==> config.mk <==
export PLATFORM = sky130hd
export DESIGN_NAME = moving_average_pid_duty_top
export DESIGN_NICKNAME = d
export VERILOG_FILES = /design/src/rtl/mapd_pkg.sv /design/src/rtl/mapd_mul.sv /design/src/rtl/mapd_win.sv /design/src/rtl/mapd_ctrl.sv /design/src/rtl/moving_average_pid_duty_top.sv
export SDC_FILE = /design/constraint.sdc
export NUM_CORES = 2
export LEC_CHECK = 0
export ABC_AREA = 1
export BUFFER_PORTS_ARGS = -buffer_cell sky130_fd_sc_hd__buf_2
export CAP_MARGIN = 10
export CORE_AREA = 2 2 476 478
export CTS_BUF_LIST = sky130_fd_sc_hd__clkbuf_8
export CTS_CLUSTER_DIAMETER = 40
export DETAILED_ROUTE_END_ITERATION = 10
export DIE_AREA = 0 0 478 480
export PLACE_DENSITY = 0.5
export SYNTH_ARGS = -nofsm -noshare
export SYNTH_HDL_FRONTEND = slang
export SYNTH_SLANG_ARGS = --single-unit
==> constraint.sdc <==
create_clock -name i_clk -period 7.9 [get_ports i_clk]
set_clock_uncertainty 0.05 [all_clocks]
set_input_delay 0.79 -clock i_clk [delete_from_list [all_inputs] [get_ports i_clk]]
set_output_delay 0.79 -clock i_clk [all_outputs]
set_load 0.005 [all_outputs]
==> src/rtl/mapd_pkg.sv <==
// ----------------------------------------------------------------------------
// Moving-average PID duty controller package
// Field widths, register indexes, reset values, codes and shared types.
// ----------------------------------------------------------------------------
`default_nettype none

package mapd_pkg;

    // Field and datapath widths
    localparam int ADC_W      = 12;
    localparam int ERR_W      = 13;
    localparam int DERR_W     = 14;
    localparam int GAIN_W     = 24;
    localparam int LIM_W      = 47;
    localparam int INTEG_W    = 48;
    localparam int ISUM_W     = 49;
    localparam int DUTY_W     = 16;
    localparam int MUL_W      = 24;
    localparam int PROD_W     = 48;
    localparam int ACC_W      = 73;
    localparam int ACC_SHIFT  = 24;
    localparam int FRAC_W     = 40;
    localparam int Q_W        = ACC_W - FRAC_W;
    localparam int SAT_W      = 2;
    localparam int CFG_IDX_W  = 3;
    localparam int CFG_DATA_W = 47;

    // Configuration register indexes
    localparam logic [CFG_IDX_W-1:0] CFG_SETPOINT      = 3'd0;
    localparam logic [CFG_IDX_W-1:0] CFG_GAIN_PROP     = 3'd1;
    localparam logic [CFG_IDX_W-1:0] CFG_GAIN_INTEG    = 3'd2;
    localparam logic [CFG_IDX_W-1:0] CFG_GAIN_DERIV    = 3'd3;
    localparam logic [CFG_IDX_W-1:0] CFG_SAMPLE_PERIOD = 3'd4;
    localparam logic [CFG_IDX_W-1:0] CFG_INTEG_LIMIT   = 3'd5;
    localparam logic [CFG_IDX_W-1:0] CFG_DUTY_MIN      = 3'd6;
    localparam logic [CFG_IDX_W-1:0] CFG_DUTY_MAX      = 3'd7;

    // Saturation codes
    localparam logic [SAT_W-1:0] SAT_NONE = 2'd0;
    localparam logic [SAT_W-1:0] SAT_HIGH = 2'd1;
    localparam logic [SAT_W-1:0] SAT_LOW  = 2'd2;

    typedef struct packed {
        logic [ADC_W-1:0]  setpoint;
        logic [GAIN_W-1:0] gain_prop;
        logic [GAIN_W-1:0] gain_integ;
        logic [GAIN_W-1:0] gain_deriv;
        logic [GAIN_W-1:0] sample_period;
        logic [LIM_W-1:0]  integ_limit;
        logic [DUTY_W-1:0] duty_min;
        logic [DUTY_W-1:0] duty_max;
    } t_cfg;

    localparam t_cfg CFG_RST = '{
        setpoint:      12'd1830,
        gain_prop:     24'd16384,
        gain_integ:    24'd393216,
        gain_deriv:    24'd655,
        sample_period: 24'd16777,
        integ_limit:   47'd16777216,
        duty_min:      16'd0,
        duty_max:      16'd65535
    };

    // Window status toward the PID sequencer
    typedef struct packed {
        logic running;   // window full, every new sample yields a result
        logic done;      // running sum holds the sum after the last sample
    } t_win_stat;

    typedef enum logic [3:0] {
        S_IDLE,
        S_WAIT,
        S_AVG,
        S_ERR,
        S_MI,
        S_MP,
        S_MD,
        S_MH,
        S_ML,
        S_SUMLO,
        S_TRUNC,
        S_SAT
    } t_state;

endpackage

`default_nettype wire

==> src/rtl/mapd_mul.sv <==
// ----------------------------------------------------------------------------
// Shared multiplier
// Unsigned 24x24 multiply with a registered product.
// ----------------------------------------------------------------------------
`default_nettype none

module mapd_mul (
    input  wire logic                         i_clk,
    input  wire logic [mapd_pkg::MUL_W-1:0]   i_a,
    input  wire logic [mapd_pkg::MUL_W-1:0]   i_b,
    output logic      [mapd_pkg::PROD_W-1:0]  o_p
);
    import mapd_pkg::*;

    logic [PROD_W-1:0] r_p;

    // Register the product
    always_ff @(posedge i_clk) begin
        r_p <= PROD_W'(i_a) * PROD_W'(i_b);
    end

    assign o_p = r_p;

endmodule

`default_nettype wire

==> src/rtl/mapd_win.sv <==
// ----------------------------------------------------------------------------
// Averaging window ring
// Sample ring in a synchronous memory with running sum, write pointer and
// fill count. Once full, each sample reads the oldest entry, then writes the
// new sample over it and updates the sum on the following cycle.
// ----------------------------------------------------------------------------
`default_nettype none

module mapd_win #(
    parameter int WINDOW_DEPTH = 16,
    parameter int SAMPLE_W     = 12
) (
    input  wire logic                                      i_clk,
    input  wire logic                                      i_rst_n,
    input  wire logic                                      i_push,
    input  wire logic [SAMPLE_W-1:0]                       i_sample,
    output mapd_pkg::t_win_stat                            o_stat,
    output logic [SAMPLE_W+$clog2(WINDOW_DEPTH)-1:0]       o_sum
);
    import mapd_pkg::*;

    localparam int POS_W  = $clog2(WINDOW_DEPTH);
    localparam int FILL_W = $clog2(WINDOW_DEPTH + 1);
    localparam int SUM_W  = SAMPLE_W + POS_W;

    logic [SAMPLE_W-1:0] r_mem [WINDOW_DEPTH];
    logic [SAMPLE_W-1:0] r_rdata;
    logic [SAMPLE_W-1:0] r_hold;
    logic [POS_W-1:0]    r_pos;
    logic [FILL_W-1:0]   r_fill;
    logic [SUM_W-1:0]    r_sum;
    logic                r_busy;
    logic                r_done;

    logic                running;
    logic                wr_en;
    logic [SAMPLE_W-1:0] wr_data;
    logic [POS_W-1:0]    n_pos;
    logic [SUM_W-1:0]    n_sum;

    assign running = (r_fill == FILL_W'(WINDOW_DEPTH));

    // Write a fill sample at once, a running sample after its old entry is read
    assign wr_en   = (i_push && !running) || r_busy;
    assign wr_data = r_busy ? r_hold : i_sample;

    // Advance the ring pointer with wrap
    assign n_pos = (r_pos == POS_W'(WINDOW_DEPTH - 1)) ? '0 : r_pos + 1'b1;

    // Drop the oldest sample and add the new one
    always_comb begin
        if (r_busy) begin
            n_sum = r_sum - SUM_W'(r_rdata) + SUM_W'(r_hold);
        end else begin
            n_sum = r_sum + SUM_W'(i_sample);
        end
    end

    // Ring memory: write and registered read at the ring pointer
    always_ff @(posedge i_clk) begin
        if (wr_en) begin
            r_mem[r_pos] <= wr_data;
        end
        r_rdata <= r_mem[r_pos];
    end

    // Hold the running sample while the old entry is read
    always_ff @(posedge i_clk) begin
        if (i_push && running) begin
            r_hold <= i_sample;
        end
    end

    // Pointer, fill count and sum
    always_ff @(posedge i_clk) begin
        if (!i_rst_n) begin
            r_pos  <= '0;
            r_fill <= '0;
            r_sum  <= '0;
            r_busy <= 1'b0;
            r_done <= 1'b0;
        end else begin
            r_done <= r_busy;
            if (r_busy) begin
                r_sum  <= n_sum;
                r_pos  <= n_pos;
                r_busy <= 1'b0;
            end else if (i_push) begin
                if (running) begin
                    r_busy <= 1'b1;
                end else begin
                    r_sum  <= n_sum;
                    r_pos  <= n_pos;
                    r_fill <= r_fill + 1'b1;
                end
            end
        end
    end

    assign o_stat.running = running;
    assign o_stat.done    = r_done;
    assign o_sum          = r_sum;

endmodule

`default_nettype wire

==> src/rtl/mapd_ctrl.sv <==
// ----------------------------------------------------------------------------
// PID sequencer
// Steps one sample through average, error, integral update and clamp, the
// PID sum on the shared multiplier, truncation and duty clamp, then loads
// the result register.
// ----------------------------------------------------------------------------
`default_nettype none

module mapd_ctrl #(
    parameter int WINDOW_DEPTH = 16,
    parameter int SAMPLE_W     = 12
) (
    input  wire logic                                  i_clk,
    input  wire logic                                  i_rst_n,
    input  wire mapd_pkg::t_cfg                        i_cfg,
    input  wire logic                                  i_accept,
    input  wire mapd_pkg::t_win_stat                   i_win,
    input  wire logic [SAMPLE_W+$clog2(WINDOW_DEPTH)-1:0] i_sum,
    output logic [mapd_pkg::MUL_W-1:0]                 o_mul_a,
    output logic [mapd_pkg::MUL_W-1:0]                 o_mul_b,
    input  wire logic [mapd_pkg::PROD_W-1:0]           i_mul_p,
    output logic                                       o_in_ready,
    output logic                                       o_out_valid,
    input  wire logic                                  i_out_ready,
    output logic [mapd_pkg::DUTY_W-1:0]                o_duty,
    output logic [mapd_pkg::ADC_W-1:0]                 o_filtered,
    output logic signed [mapd_pkg::ERR_W-1:0]          o_ctrl_error,
    output logic [mapd_pkg::SAT_W-1:0]                 o_sat_code
);
    import mapd_pkg::*;

    // Average by reciprocal multiply: exact floor for every reachable sum
    localparam int AVG_L     = $clog2(WINDOW_DEPTH);
    localparam int SUM_W     = SAMPLE_W + AVG_L;
    localparam int AVG_SHIFT = SUM_W + AVG_L;
    localparam logic [63:0] AVG_MULT =
        ((64'd1 << AVG_SHIFT) + WINDOW_DEPTH - 1) / WINDOW_DEPTH;

    t_state r_state, n_state;

    logic [ADC_W-1:0]          r_avg;
    logic signed [ERR_W-1:0]   r_err;
    logic signed [ERR_W-1:0]   r_prev;
    logic signed [DERR_W-1:0]  r_derr;
    logic signed [ISUM_W-1:0]  r_isum;
    logic signed [INTEG_W-1:0] r_integ;
    logic [LIM_W-1:0]          r_mag;
    logic                      r_ineg;
    logic signed [ACC_W-1:0]   r_acc;
    logic signed [Q_W-1:0]     r_q;
    logic                      r_out_valid;
    logic [DUTY_W-1:0]         r_duty;
    logic [ADC_W-1:0]          r_filt;
    logic signed [ERR_W-1:0]   r_err_out;
    logic [SAT_W-1:0]          r_sat;

    logic [ADC_W-1:0]          avg_val;
    logic signed [ERR_W-1:0]   err_val;
    logic [ERR_W-1:0]          err_abs;
    logic signed [DERR_W-1:0]  derr_val;
    logic [DERR_W-1:0]         derr_abs;
    logic signed [ISUM_W-1:0]  prod_isum;
    logic signed [ISUM_W-1:0]  isum_val;
    logic signed [ISUM_W-1:0]  lim_pos;
    logic signed [ISUM_W-1:0]  lim_neg;
    logic signed [INTEG_W-1:0] integ_clamp;
    logic [INTEG_W-1:0]        integ_neg;
    logic [ACC_W-1:0]          prod_z;
    logic signed [ACC_W-1:0]   acc_base;
    logic signed [ACC_W-1:0]   acc_term;
    logic signed [ACC_W-1:0]   acc_sum;
    logic                      acc_sub;
    logic signed [Q_W-1:0]     q_floor;
    logic signed [Q_W-1:0]     q_val;
    logic                      frac_nz;
    logic signed [Q_W-1:0]     dmax_s;
    logic signed [Q_W-1:0]     dmin_s;
    logic [DUTY_W-1:0]         duty_val;
    logic [SAT_W-1:0]          sat_val;
    logic                      out_free;

    // Average and error from the reciprocal product
    assign avg_val = ADC_W'(i_mul_p[AVG_SHIFT +: SAMPLE_W]);
    assign err_val = signed'({1'b0, i_cfg.setpoint}) - signed'({1'b0, avg_val});
    assign err_abs = r_err[ERR_W-1] ? ERR_W'(-r_err) : ERR_W'(r_err);

    // Error change since the previous result
    assign derr_val = DERR_W'(r_err) - DERR_W'(r_prev);
    assign derr_abs = r_derr[DERR_W-1] ? DERR_W'(-r_derr) : DERR_W'(r_derr);

    // Integral step and clamp
    assign prod_isum = signed'(ISUM_W'(i_mul_p));
    assign isum_val  = r_err[ERR_W-1] ? ISUM_W'(r_integ) - prod_isum
                                      : ISUM_W'(r_integ) + prod_isum;
    assign lim_pos   = signed'(ISUM_W'(i_cfg.integ_limit));
    assign lim_neg   = -lim_pos;

    always_comb begin
        priority if (r_isum > lim_pos) begin
            integ_clamp = INTEG_W'(lim_pos);
        end else if (r_isum < lim_neg) begin
            integ_clamp = INTEG_W'(lim_neg);
        end else begin
            integ_clamp = INTEG_W'(r_isum);
        end
    end

    assign integ_neg = INTEG_W'(-r_integ);

    // Accumulate signed partial products of the PID sum
    assign prod_z = ACC_W'(i_mul_p);

    always_comb begin
        acc_base = r_acc;
        acc_term = '0;
        acc_sub  = 1'b0;
        unique case (r_state)
            S_MP: begin
                acc_base = '0;
                acc_term = signed'(prod_z << ACC_SHIFT);
                acc_sub  = r_err[ERR_W-1];
            end
            S_MD: begin
                acc_term = signed'(prod_z << ACC_SHIFT);
                acc_sub  = r_derr[DERR_W-1];
            end
            S_ML: begin
                acc_term = signed'(prod_z << ACC_SHIFT);
                acc_sub  = r_ineg;
            end
            S_SUMLO: begin
                acc_term = signed'(prod_z);
                acc_sub  = r_ineg;
            end
            default: begin
                acc_term = '0;
            end
        endcase
    end

    assign acc_sum = acc_sub ? acc_base - acc_term : acc_base + acc_term;

    // Truncate toward zero: floor, then bump negative values with a fraction
    assign q_floor = signed'(r_acc[ACC_W-1:FRAC_W]);
    assign frac_nz = |r_acc[FRAC_W-1:0];
    assign q_val   = q_floor + signed'(Q_W'(r_acc[ACC_W-1] & frac_nz));

    // Duty clamp, upper limit first
    assign dmax_s = signed'(Q_W'(i_cfg.duty_max));
    assign dmin_s = signed'(Q_W'(i_cfg.duty_min));

    always_comb begin
        priority if (r_q > dmax_s) begin
            duty_val = i_cfg.duty_max;
            sat_val  = SAT_HIGH;
        end else if (r_q < dmin_s) begin
            duty_val = i_cfg.duty_min;
            sat_val  = SAT_LOW;
        end else begin
            duty_val = r_q[DUTY_W-1:0];
            sat_val  = SAT_NONE;
        end
    end

    assign out_free = !r_out_valid || i_out_ready;

    // State register
    always_ff @(posedge i_clk) begin
        if (!i_rst_n) begin
            r_state <= S_IDLE;
        end else begin
            r_state <= n_state;
        end
    end

    // Next state and multiplier operands
    always_comb begin
        n_state = r_state;
        o_mul_a = '0;
        o_mul_b = '0;
        unique case (r_state)
            S_IDLE: begin
                if (i_accept && i_win.running) begin
                    n_state = S_WAIT;
                end
            end
            S_WAIT: begin
                if (i_win.done) begin
                    o_mul_a = MUL_W'(i_sum);
                    o_mul_b = MUL_W'(AVG_MULT);
                    n_state = S_AVG;
                end
            end
            S_AVG: begin
                n_state = S_ERR;
            end
            S_ERR: begin
                o_mul_a = MUL_W'(err_abs);
                o_mul_b = i_cfg.sample_period;
                n_state = S_MI;
            end
            S_MI: begin
                o_mul_a = MUL_W'(err_abs);
                o_mul_b = i_cfg.gain_prop;
                n_state = S_MP;
            end
            S_MP: begin
                o_mul_a = MUL_W'(derr_abs);
                o_mul_b = i_cfg.gain_deriv;
                n_state = S_MD;
            end
            S_MD: begin
                n_state = S_MH;
            end
            S_MH: begin
                o_mul_a = MUL_W'(r_mag[LIM_W-1:ACC_SHIFT]);
                o_mul_b = i_cfg.gain_integ;
                n_state = S_ML;
            end
            S_ML: begin
                o_mul_a = MUL_W'(r_mag[ACC_SHIFT-1:0]);
                o_mul_b = i_cfg.gain_integ;
                n_state = S_SUMLO;
            end
            S_SUMLO: begin
                n_state = S_TRUNC;
            end
            S_TRUNC: begin
                n_state = S_SAT;
            end
            S_SAT: begin
                if (out_free) begin
                    n_state = S_IDLE;
                end
            end
            default: begin
                n_state = S_IDLE;
            end
        endcase
    end

    // Datapath registers and result register
    always_ff @(posedge i_clk) begin
        if (!i_rst_n) begin
            r_integ     <= '0;
            r_prev      <= '0;
            r_out_valid <= 1'b0;
        end else begin
            if (r_state == S_SAT && out_free) begin
                r_out_valid <= 1'b1;
            end else if (i_out_ready) begin
                r_out_valid <= 1'b0;
            end
            unique case (r_state)
                S_AVG: begin
                    r_avg <= avg_val;
                    r_err <= err_val;
                end
                S_ERR: begin
                    r_derr <= derr_val;
                    r_prev <= r_err;
                end
                S_MI: begin
                    r_isum <= isum_val;
                end
                S_MP: begin
                    r_integ <= integ_clamp;
                    r_acc   <= acc_sum;
                end
                S_MD: begin
                    r_acc  <= acc_sum;
                    r_ineg <= r_integ[INTEG_W-1];
                    r_mag  <= r_integ[INTEG_W-1] ? integ_neg[LIM_W-1:0]
                                                 : r_integ[LIM_W-1:0];
                end
                S_ML, S_SUMLO: begin
                    r_acc <= acc_sum;
                end
                S_TRUNC: begin
                    r_q <= q_val;
                end
                S_SAT: begin
                    if (out_free) begin
                        r_duty    <= duty_val;
                        r_sat     <= sat_val;
                        r_filt    <= r_avg;
                        r_err_out <= r_err;
                    end
                end
                default: begin
                end
            endcase
        end
    end

    assign o_in_ready   = (r_state == S_IDLE);
    assign o_out_valid  = r_out_valid;
    assign o_duty       = r_duty;
    assign o_filtered   = r_filt;
    assign o_ctrl_error = r_err_out;
    assign o_sat_code   = r_sat;

endmodule

`default_nettype wire

==> src/rtl/moving_average_pid_duty_top.sv <==
// ----------------------------------------------------------------------------
// Moving-average PID duty controller
// Each accepted converter sample enters a WINDOW_DEPTH-entry averaging ring.
// The first WINDOW_DEPTH samples after reset only fill the ring: they are
// taken one per cycle and give no result. Every later sample runs from its
// accepting cycle through the ring read-modify-write in its memory, the
// shared 24x24 multiplier and the 73-bit PID accumulator (average, error,
// integral step and clamp, four gain products, truncation toward zero), and
// the duty clamp and the load of the result register before the next
// request is taken. A finished result waits in its output register while
// the next sample is already taken; if it is still waiting when the next
// result is ready, the sequencer holds until it is taken.
// Configuration writes are registered; write them only while no sample
// is in flight.
// ----------------------------------------------------------------------------
`default_nettype none

module moving_average_pid_duty_top #(
    parameter int WINDOW_DEPTH = 16,
    parameter int SAMPLE_BITS  = 12
) (
    input  wire logic                                  i_clk,
    input  wire logic                                  i_rst_n,
    input  wire logic                                  i_cfg_wr_en,
    input  wire logic [mapd_pkg::CFG_IDX_W-1:0]        i_cfg_index,
    input  wire logic [mapd_pkg::CFG_DATA_W-1:0]       i_cfg_wdata,
    input  wire logic                                  i_in_valid,
    output logic                                       o_in_ready,
    input  wire logic [mapd_pkg::ADC_W-1:0]            i_adc_sample,
    output logic                                       o_out_valid,
    input  wire logic                                  i_out_ready,
    output logic [mapd_pkg::DUTY_W-1:0]                o_duty,
    output logic [mapd_pkg::ADC_W-1:0]                 o_filtered,
    output logic signed [mapd_pkg::ERR_W-1:0]          o_ctrl_error,
    output logic [mapd_pkg::SAT_W-1:0]                 o_sat_code
);
    import mapd_pkg::*;

    localparam int SAMPLE_W = (SAMPLE_BITS < ADC_W) ? SAMPLE_BITS : ADC_W;
    localparam int SUM_W    = SAMPLE_W + $clog2(WINDOW_DEPTH);

    t_cfg              r_cfg;
    t_win_stat         win_stat;
    logic [SUM_W-1:0]  win_sum;
    logic              accept;
    logic [MUL_W-1:0]  mul_a;
    logic [MUL_W-1:0]  mul_b;
    logic [PROD_W-1:0] mul_p;

    assign accept = i_in_valid && o_in_ready;

    // Configuration registers
    always_ff @(posedge i_clk) begin
        if (!i_rst_n) begin
            r_cfg <= CFG_RST;
        end else if (i_cfg_wr_en) begin
            unique case (i_cfg_index)
                CFG_SETPOINT:      r_cfg.setpoint      <= i_cfg_wdata[ADC_W-1:0];
                CFG_GAIN_PROP:     r_cfg.gain_prop     <= i_cfg_wdata[GAIN_W-1:0];
                CFG_GAIN_INTEG:    r_cfg.gain_integ    <= i_cfg_wdata[GAIN_W-1:0];
                CFG_GAIN_DERIV:    r_cfg.gain_deriv    <= i_cfg_wdata[GAIN_W-1:0];
                CFG_SAMPLE_PERIOD: r_cfg.sample_period <= i_cfg_wdata[GAIN_W-1:0];
                CFG_INTEG_LIMIT:   r_cfg.integ_limit   <= i_cfg_wdata[LIM_W-1:0];
                CFG_DUTY_MIN:      r_cfg.duty_min      <= i_cfg_wdata[DUTY_W-1:0];
                CFG_DUTY_MAX:      r_cfg.duty_max      <= i_cfg_wdata[DUTY_W-1:0];
                default: begin
                end
            endcase
        end
    end

    mapd_win #(
        .WINDOW_DEPTH (WINDOW_DEPTH),
        .SAMPLE_W     (SAMPLE_W)
    ) u_win (
        .i_clk    (i_clk),
        .i_rst_n  (i_rst_n),
        .i_push   (accept),
        .i_sample (i_adc_sample[SAMPLE_W-1:0]),
        .o_stat   (win_stat),
        .o_sum    (win_sum)
    );

    mapd_mul u_mul (
        .i_clk (i_clk),
        .i_a   (mul_a),
        .i_b   (mul_b),
        .o_p   (mul_p)
    );

    mapd_ctrl #(
        .WINDOW_DEPTH (WINDOW_DEPTH),
        .SAMPLE_W     (SAMPLE_W)
    ) u_ctrl (
        .i_clk        (i_clk),
        .i_rst_n      (i_rst_n),
        .i_cfg        (r_cfg),
        .i_accept     (accept),
        .i_win        (win_stat),
        .i_sum        (win_sum),
        .o_mul_a      (mul_a),
        .o_mul_b      (mul_b),
        .i_mul_p      (mul_p),
        .o_in_ready   (o_in_ready),
        .o_out_valid  (o_out_valid),
        .i_out_ready  (i_out_ready),
        .o_duty       (o_duty),
        .o_filtered   (o_filtered),
        .o_ctrl_error (o_ctrl_error),
        .o_sat_code   (o_sat_code)
    );

endmodule

`default_nettype wire

==> flow_summary.toml <==
[synthesis]
synth_enable_flop_cells = 489
synth_top_area_share_pct = 20.6
muxShareOfSynthArea_pct = 0
syn_avg_cell_area_sq_um = 7.77
ys.flop_type = "edfxtp_1"
syn_nets = 10200
synthTopCellsByCount = "inv_1 (1,665), nand2_1 (1,633), nor2_1 (1,136)"
yosysSeqAreaShare_pct = 30.1
yosysMostFrequentCell = "inv_1"
syn_inst = 9186
synth_fa_ha_area_share_pct = 22.6
yosys.area_share.simple_pct = 19.2
ys_async_sr_fraction_pct = 0
synth_area_leaders = "edfxtp_1 (21%), fa_1 (14%), dfxtp_1 (9.5%)"
ys_seq_elements = 829
synth_cell_types = 65
synth-xor-area-share_pct = 4.98
synth_compound_area_share_pct = 12.6
synth_warnings = 0
synth_area_sq_um = 71400
yosys.area.top_type = "edfxtp_1"
synth_top_family_by_area = "adder cells"

[critical_path]
r2r-end = "u_mul.o_p[47]"
worst-path-buf-inv = 11
cp-end-kind = "register"
required_ps = 8690
r2r_start = "u_ctrl.r_state[1]"
cp-start-kind = "register"
crit_arrival_ps = 8420
crit_type = "reg2reg"
max_stage_delay_ps = 600
critPathLaunch = "u_ctrl.r_state[1]"
r2r_cells = 32
worstPathMaxFanout = 15
worst_path_max_delay_cell = "fa_2"
regToRegSetupSlack_ps = 270
cp_top_family = "adder cells"

[floorplanning]
die_area_sq_um = 229000
rows = 174
initial_core_util_pct = 31.9
pin_count = 112
die_w_microns = 478
die_y_microns = 480
core_sq_um = 224000

[grt]
grt_overflow = 0
antenna_found_initial = 9
grt_max_degree = 151
grt_pass1_wl_microns = 413000
grt.total_usage_pct = 24.0
grt_pass1_vias = 63800

[clock_network]
clock-sinks = 829
clock_path_buffers = 3
clk_latency_ps = 1020
cts-root-buf = "clkbuf_8"
tritoncts = "done"
numCtsBuffers = 179
clkTransAtPathRegs_ps = 60
cts-htree-levels = 4

[placed_design]
place.gp.congestion = 0.969
dpl.hpwl_microns = 225000
port_buffers = 111

[layout]
nets = 10700
fin_util_pct = 37.4
fill_cells = 23500
final_layout_size_suffix_gt1_share_pct = 11.9
multi_input_area_sq_um = 43500
area_growth_pct = 17.4
seq_area_sq_um = 21500

[pwr]
power.density_nw_per_um2 = 133
power.total_w = 0.0111
leakagePower_nw = 38.9
vdd_ir_drop_max_v = 0.000176

[sta]
hold_violations = 0
max_slew_margin_pct = 20.1
rsz0062_at_grt = "true"
setup_tns_ps = 0
fin_crit_ps = 7630
slew_violations = 0
clock.fmax_mhz = 131
setup_viol = 0
tightest_slew_ps = 1190
fin_crit_sh_pct = 96.6

[run]
cap_viol_max_count = 0

[route]
drc = 0
antenna_left = 0
first_pass_iters = 8
drt_iter0_drc = 5474
detail_route.vias_per_cell = 4.98
wirelength_microns = 280000
vias = 64000
wl_per_cell_microns = 21.8

[outcome]
status = "complete, no violations"

[min_path]
min_from = "i_cfg_wdata[21]"
whs_path_depth = 3
hold_class = "in2reg"
worstHoldEndpoint = "r_cfg[148]"
[power by group]
group	internal, W	total, W	switching [W]
combinational	0.000421	0.00132	0.000901
clock	0.00275	0.00509	0.00234
sequential	0.00465	0.00471	0.0000574
[how the worst max path moves through the flow]
stage,end,slack [ps],cells after the start
after global routing,u_mul.o_p[45],-60,35
after detailed placement,u_mul.o_p[43],-480,29
after floorplan,u_mul.o_p[39],340,35
after global placement,u_mul.o_p[43],-440,29
after CTS,u_mul.o_p[31],2,35
final,u_mul.o_p[47],270,32
[what timing repair did]
action                                  in CTS  in global routing
hold buffers                                35                  0
endpoints found under the setup margin      31                 33
buffers inserted                             1                 15
hold endpoints to repair                    35                  0
resized for setup                           19                243
pin swaps                                    4                113
[cells in the final DEF, fill, tap and decap left out, types with 323 or more instances in the layout]
master,count
dfxtp_1,338
buf_4,407
ha_1,469
inv_1,1673
fa_1,461
nor2_1,1087
edfxtp_1,489
nand2_1,1608
a21oi_1,561
o21ai_0,685
xor2_1,323
[worst register-to-register path, delay by kind of cell, from the launching register on]
kind	cells	cell delay, ps
AO/OA/AOI/OAI	5	700
flip-flops	1	380
adder cells (fa/ha/maj)	8	4040
buffers and inverters	11	1310
XOR/XNOR	1	160
AND/OR/NAND/NOR	7	850
[sequential cells by signal (all words and copies together), names as in the netlist, 14 cells and up]
register / flops
r_cfg: 187
u_mul.o_p: 48
u_ctrl.r_acc: 73
u_win.o_sum: 16
u_win.r_mem: 192
u_ctrl.r_derr: 14
u_ctrl.r_q: 33
u_ctrl.o_duty: 16
u_ctrl.r_isum: 49
u_ctrl.r_mag: 47
u_ctrl.r_integ: 48
[metal layers]
metal	GRT usage, %	share of wire [%]	up-vias	routed length, microns
li1	-	-	30500	-
met5	0	0.0032	-	9
met1	33.2	45	31100	127000
met2	38.5	45	1991	127000
met4	7.98	3.6	2	9970
met3	3.19	5.9	404	16400
[kinds of logic after synthesis]
| group | after synthesis |
|---|---|
| AOI/OAI and AO/OA | 1638 |
| DFF | 829 |
| and+or+nand+nor | 3356 |
| buffers and inverters | 1969 |
| xor gates and xnor gates | 406 |
| adders and majority gates | 988 |
[area by class of cell]
class	count	area share (%)
Multi-Input combinational cell	6388	51.8
Timing Repair Buffer	597	5.70
Tap cell	2992	4.47
Clock inverter	150	1.65
Clock buffer	186	3.05
Inverter	1698	7.63
Sequential cell	829	25.6
Antenna cell	5	0.0149
[per-stage QoR]
| stage | cell area, sq um | std cells | hold WS (ps) | worst slack [ps] |
|---|---|---|---|---|
| after floorplan | 71400 | 9186 | 350 | 341 |
| after global placement | 78400 | 12500 | 356 | -443 |
| after detailed placement | 78400 | 12500 | 378 | -481 |
| after CTS | 82800 | 12800 | 49.1 | 2.34 |
| after global routing | 83800 | 12800 | 76.0 | -60.1 |
| final | 83800 | 12800 | 110 | 273 |
No activity file was read; power rests on OpenSTA's default activity.
